==> config.mk <==
export PLATFORM = sky130hd
export DESIGN_NAME = hpt_div
export DESIGN_NICKNAME = d
export VERILOG_FILES = /design/src/rtl/hpt_pkg.sv /design/src/rtl/hpt_div.sv
export SDC_FILE = /design/constraint.sdc
export NUM_CORES = 1
export LEC_CHECK = 0
export ABC_CLOCK_PERIOD_IN_PS = 6100
export BUFFER_PORTS_ARGS = -buffer_cell sky130_fd_sc_hd__buf_2
export CAP_MARGIN = 15
export CORE_MARGIN = 4
export CORE_UTILIZATION = 62
export CTS_CLUSTER_DIAMETER = 60
export DETAILED_ROUTE_END_ITERATION = 8
export PLACE_DENSITY = 0.91
export RECOVER_POWER = 25
export SYNTH_ARGS = -nofsm -noshare
export SYNTH_HDL_FRONTEND = slang
export SYNTH_SLANG_ARGS = --single-unit
export TNS_END_PERCENT = 30
==> constraint.sdc <==
create_clock -name i_clk -period 6.1 [get_ports i_clk]
set_input_delay 0.61 -clock i_clk [delete_from_list [all_inputs] [get_ports i_clk]]
set_output_delay 0.61 -clock i_clk [all_outputs]
set_load 0.02 [all_outputs]
==> src/rtl/hpt_pkg.sv <==
// Shared types and constants of the homogeneous point transform.
package hpt_pkg;

    localparam int DATA_W  = 32;           // matrix element and coordinate width
    localparam int OP_W    = 2;
    localparam int IDX_W   = 4;            // row * 4 + column
    localparam int ROW_W   = 2;
    localparam int COL_W   = 3;            // counts 0..4 through one row
    localparam int PROD_W  = 2 * DATA_W;   // exact element * coordinate
    localparam int SUM_W   = PROD_W + 2;   // exact sum of four products
    localparam int MAG_W   = SUM_W - 1;    // magnitude of a row sum
    localparam int QUOT_W  = 32;           // saturated quotient width
    localparam int STEP_W  = 6;            // quotient step counter, QUOT_W..0

    localparam int IN_DATA_W  = 136;       // 132 bits of fields padded to bytes
    localparam int OUT_DATA_W = 96;

    localparam logic [DATA_W-1:0] SAT_MAX = 32'h7FFF_FFFF;
    localparam logic [DATA_W-1:0] SAT_MIN = 32'h8000_0000;

    typedef enum logic [OP_W-1:0] {
        OP_WRITE     = 2'd0,
        OP_TRANSLATE = 2'd1,
        OP_TRANSFORM = 2'd2
    } t_op;

    typedef enum logic [2:0] {
        S_IDLE,
        S_TRANS,
        S_MAC,
        S_START,
        S_DIV,
        S_OUT
    } t_state;

endpackage

==> src/rtl/hpt_div.sv <==
// Iterative signed divider: (num << FRAC_BITS) / den, truncated, saturated to 32 bits.
module hpt_div #(
    parameter int FRAC_BITS = 16
) (
    input  logic                                   i_clk,
    input  logic                                   i_rst_n,
    input  logic                                   i_start,
    input  logic signed [hpt_pkg::SUM_W-1:0]       i_num,
    input  logic signed [hpt_pkg::SUM_W-1:0]       i_den,
    output logic                                   o_done,
    output logic        [hpt_pkg::QUOT_W-1:0]      o_quot
);

    localparam int SHW   = (FRAC_BITS > hpt_pkg::QUOT_W) ? FRAC_BITS : hpt_pkg::QUOT_W;
    localparam int DIV_W = hpt_pkg::MAG_W + SHW;

    logic                            num_neg;
    logic                            den_neg;
    logic [hpt_pkg::SUM_W-1:0]       num_abs;
    logic [hpt_pkg::SUM_W-1:0]       den_abs;
    logic                            ge;
    logic [DIV_W-1:0]                diff;
    logic [hpt_pkg::QUOT_W-1:0]      limit;
    logic [hpt_pkg::QUOT_W-1:0]      mag;

    logic                            r_busy;
    logic                            r_fin;
    logic                            r_done;
    logic [hpt_pkg::STEP_W-1:0]      r_step;
    logic [DIV_W-1:0]                r_rem;
    logic [DIV_W-1:0]                r_dsh;
    logic [hpt_pkg::QUOT_W-1:0]      r_q;
    logic                            r_ovf;
    logic                            r_neg;
    logic [hpt_pkg::QUOT_W-1:0]      r_quot;

    assign num_neg = i_num[hpt_pkg::SUM_W-1];
    assign den_neg = i_den[hpt_pkg::SUM_W-1];
    assign num_abs = num_neg ? (~i_num + 1'b1) : i_num;
    assign den_abs = den_neg ? (~i_den + 1'b1) : i_den;

    assign ge   = (r_rem >= r_dsh);
    assign diff = r_rem - r_dsh;

    assign limit = r_neg ? hpt_pkg::SAT_MIN : hpt_pkg::SAT_MAX;
    assign mag   = (r_ovf || (r_q > limit)) ? limit : r_q;

    always_ff @(posedge i_clk) begin
        if (!i_rst_n) begin
            r_busy <= 1'b0;
            r_fin  <= 1'b0;
            r_done <= 1'b0;
        end else begin
            r_done <= r_fin;
            r_fin  <= r_busy && (r_step == '0);
            if (i_start) begin
                r_busy <= 1'b1;
            end else if (r_busy && (r_step == '0)) begin
                r_busy <= 1'b0;
            end
        end
    end

    always_ff @(posedge i_clk) begin
        if (i_start) begin
            r_rem  <= DIV_W'(num_abs[hpt_pkg::MAG_W-1:0]) << FRAC_BITS;
            r_dsh  <= DIV_W'(den_abs[hpt_pkg::MAG_W-1:0]) << hpt_pkg::QUOT_W;
            r_step <= hpt_pkg::STEP_W'(hpt_pkg::QUOT_W);
            r_q    <= '0;
            r_ovf  <= 1'b0;
            r_neg  <= num_neg ^ den_neg;
        end else if (r_busy) begin
            // top step only detects a quotient of 2^32 or more
            if (ge) begin
                r_rem <= diff;
            end
            if (r_step == hpt_pkg::STEP_W'(hpt_pkg::QUOT_W)) begin
                r_ovf <= ge;
            end else begin
                r_q <= {r_q[hpt_pkg::QUOT_W-2:0], ge};
            end
            r_dsh  <= r_dsh >> 1;
            r_step <= r_step - 1'b1;
        end
        if (r_fin) begin
            r_quot <= r_neg ? (~mag + 1'b1) : mag;
        end
    end

    assign o_done = r_done;
    assign o_quot = r_quot;

endmodule

==> results.toml <==
[run_status]
status = "complete, but fails checks"
violations = "capacitance limit, slew limit"

[clocking]
clk_transition_reported_paths_ns = 0.06
holdBufCountCts = 0
worst_skew_pair.late_latency_ns = 0.58
tritoncts_num_sinks = 269
h_tree_depth_reported_by_cts = 1
clock_path_buffers = 3
cts_tree = "done"
cts.repair_timing.setup_buffer_count = 0
cts-root-buf = "sky130_fd_sc_hd__clkbuf_16"
tritoncts.num_buffers = 30
cts-resized-gates = 0

[place]
io_buffers = 167
detailedPlacementHpwl_um = 43400
gpl.final_weighted_congestion = 0.966
numPlacedInstances = 3068

[worst_setup_path]
worst_ep_arrival_time_ns = 5.71
cp-start-kind = "register"
crit_path_end_kind = "register"
cp.required_ns = 6.51
cp_max_fo = 43
critPathKind = "register to register"

[synth]
syn_avg_cell_area_um2 = 8.10
yosysSeqAreaShare_pct = 33.6
synth.most_common_cell = "sky130_fd_sc_hd__nand2_1"
netlist_instances = 2577
synth_warnings = 0
synth_ff_type = "sky130_fd_sc_hd__edfxtp_1"
synth_async_sr_flop_share_pct = 0
synth.cells.most_frequent = "376 x sky130_fd_sc_hd__nand2_1, 296 x sky130_fd_sc_hd__o21ai_0, 206 x sky130_fd_sc_hd__a21oi_1"
syn-cell-area_mm2 = 0.0209
netlist.top_cell.by_area = "sky130_fd_sc_hd__edfxtp_1"
yosys.cell_types.count = 75
yosys-top-cells-area = "sky130_fd_sc_hd__edfxtp_1 23%, sky130_fd_sc_hd__dfxtp_1 10%, sky130_fd_sc_hd__ha_1 8.0%"
synth-edff-count = 163
synth_top_area_share_pct = 23.5
postSynthRegisterBits = 269
net_count_of_the_mapped_netlist = 2846

[sta]
timing.final.crit_period_ns = 5.30
period_share_pct = 86.9
unrepaired_setup_endpoints_after_global_routing = "no"
final_max_slew_viol_count = 111
hold_violations = 0
setup-violations-final = 0
worst-slew-pin-transition_ns = 3.00
finalClockSkew_ns = 0.0151
setup_total_negative_slack_ns = 0
fmax_ghz = 0.189
timing.slew.headroom_pct = -100

[layout]
drive_gt1_share_pct = 8.76
post-route-util_pct = 69.7
antenna_diode_count = 0
final_nets = 2928
fillers = 2674
finish.cell_count_without_fillers = 3125
layout-area-overhead-vs-synth_pct = 9.79

[min_path]
holdCritPathClass = "input pin to register"

[pwr]
worst_ir_drop_vdd_uv = 230
power-per-cell-area_mw_per_mm2 = 243
p_leak_nw = 9.15

[global_routing]
globalRouteTotalUtil_pct = 30.8
grt-busiest-layer = "met2"
grt_use_met3_pct = 4.38
grt_overflow_total = 0
global_route_wire_length_before_repair_um = 94100
largest_net_degree_at_the_start_of_global_routing = 124
use_met2_pct = 51.1
vias_in_the_first_global_route = 18600
grtUsageMet1_pct = 42.1
antenna_violations_before_repair = 4

[floorplanning]
placeableCoreArea_mm2 = 0.0329
die_height_um = 191
dieWidth_um = 191
initial_utilization_pct = 63.5
floorplan.rows = 66
boundaryPins = 168
fp.dieArea_mm2 = 0.0367

[route]
wl_per_cell_um = 18.7
vias = 20000
total_wirelength_of_the_detailed_routed_design_um = 58500
drt_drc_violations_left = 0
drt_pre_antenna_iters = 6
antenna_violating_nets_post_route = 0
drt-vias-per-instance = 6.39
drt_iter0_drc = 2052

[flow_run]
max_cap_viol_count = 3
[cell families (layout without fill, tap and decap cells)]
logic type | after synthesis | after routing | share of synthesized area, %
adders and majority gates | 134 | 134 | 8.07
buffers and inverters | 293 | 399 | 5.28
muxes | 38 | 38 | 1.82
and+or+nand+nor | 819 | 819 | 18.2
DFF | 269 | 269 | 33.6
AOI/OAI and AO/OA | 808 | 808 | 23.9
xor gates and xnor gates | 216 | 216 | 9.07
[placed cells by master (no fill, tap or decap), drive strengths merged, types with 5 or more instances in the layout]
cell type    n
clkinv      17
nand3       24
xnor2      164
o21ai      297
o41ai       21
a21boi       8
or4         21
a22o        27
mux2i       38
a21oi      206
o31ai       51
clkbuf      72
nand2b      27
a221o        5
o31a         6
buf        149
o211ai       9
a31oi       12
a211oi      13
a32o         5
nor4        22
and2        13
nand2      376
dfxtp      106
inv        158
o21bai      23
nor3        55
or3         41
or2         12
nand4       53
nor2b        6
nor2       150
edfxtp     163
o311ai      12
and3         8
o21a        14
a2bb2oi     10
a21o        58
ha         133
xor2        52
[through the flow]
step	instance area [um^2]	power [W]	hold slack, ns	setup slack [ns]
6_report	22900	0.00556	0.299	0.796
5_1_grt	22900	0.00582	0.300	0.422
4_1_cts	22900	0.00553	0.282	1.12
3_5_place_dp	21900	0.00366	0.452	1.18
3_3_place_gp	21900	0.00363	0.441	1.31
2_1_floorplan	20900	0.00324	0.432	1.60
[report_power, final]
group	total, W	internal, W	leakage (nW)	switching [W]
clock	0.00187	0.00108	0.518	0.000784
sequential	0.00210	0.00205	2.47	0.0000454
combinational	0.00160	0.000576	6.17	0.00102
total	0.00556	0.00371	9.15	0.00185
[registers in the layout, indices dropped and copies added (netlist names)]
name    flops
o_done      1
o_quot     32
r_busy      1
r_dsh      97
r_fin       1
r_neg       1
r_ovf       1
r_q        32
r_rem      97
r_step      6
[worst max-delay path: stages, from the launching register on]
cell	delay (ns)
sky130_fd_sc_hd__dfxtp_2	0.31
sky130_fd_sc_hd__clkbuf_1	2.09
sky130_fd_sc_hd__inv_1	0.42
sky130_fd_sc_hd__nor2_1	0.93
sky130_fd_sc_hd__nand2_2	0.71
sky130_fd_sc_hd__buf_12	0.40
sky130_fd_sc_hd__o21ai_0	0.23
[metal layers]
layer | part of all wire, % | wire [um] | vias to the layer above
met3 | 8.9 | 5180 | 158
li1 | - | - | 9475
met2 | 46 | 27000 | 997
met5 | 0.091 | 53 | -
met4 | 3.3 | 1930 | 8
met1 | 42 | 24300 | 9317
[final timing paths]
check	startpoint	endpoint	slack, ns	depth (start not counted)
worst min-delay path	i_rst_n	o_done	0.30	2
worst max-delay path	r_busy	r_rem[38]	0.80	6
worst min register to register	r_rem[91]	r_rem[91]	0.47	2
worst max register to register	r_busy	r_rem[38]	0.80	6
[final cells by class]
type	instances	area (um^2)	area share [%]
Multi-Input combinational cell	2015	12800	55.7
Sequential cell	269	7020	30.6
Timing Repair Buffer	185	952	4.16
Clock buffer	36	848	3.70
Inverter	158	593	2.59
Tap cell	442	553	2.41
Clock inverter	20	188	0.819
No activity file was read; power rests on OpenSTA's default activity.
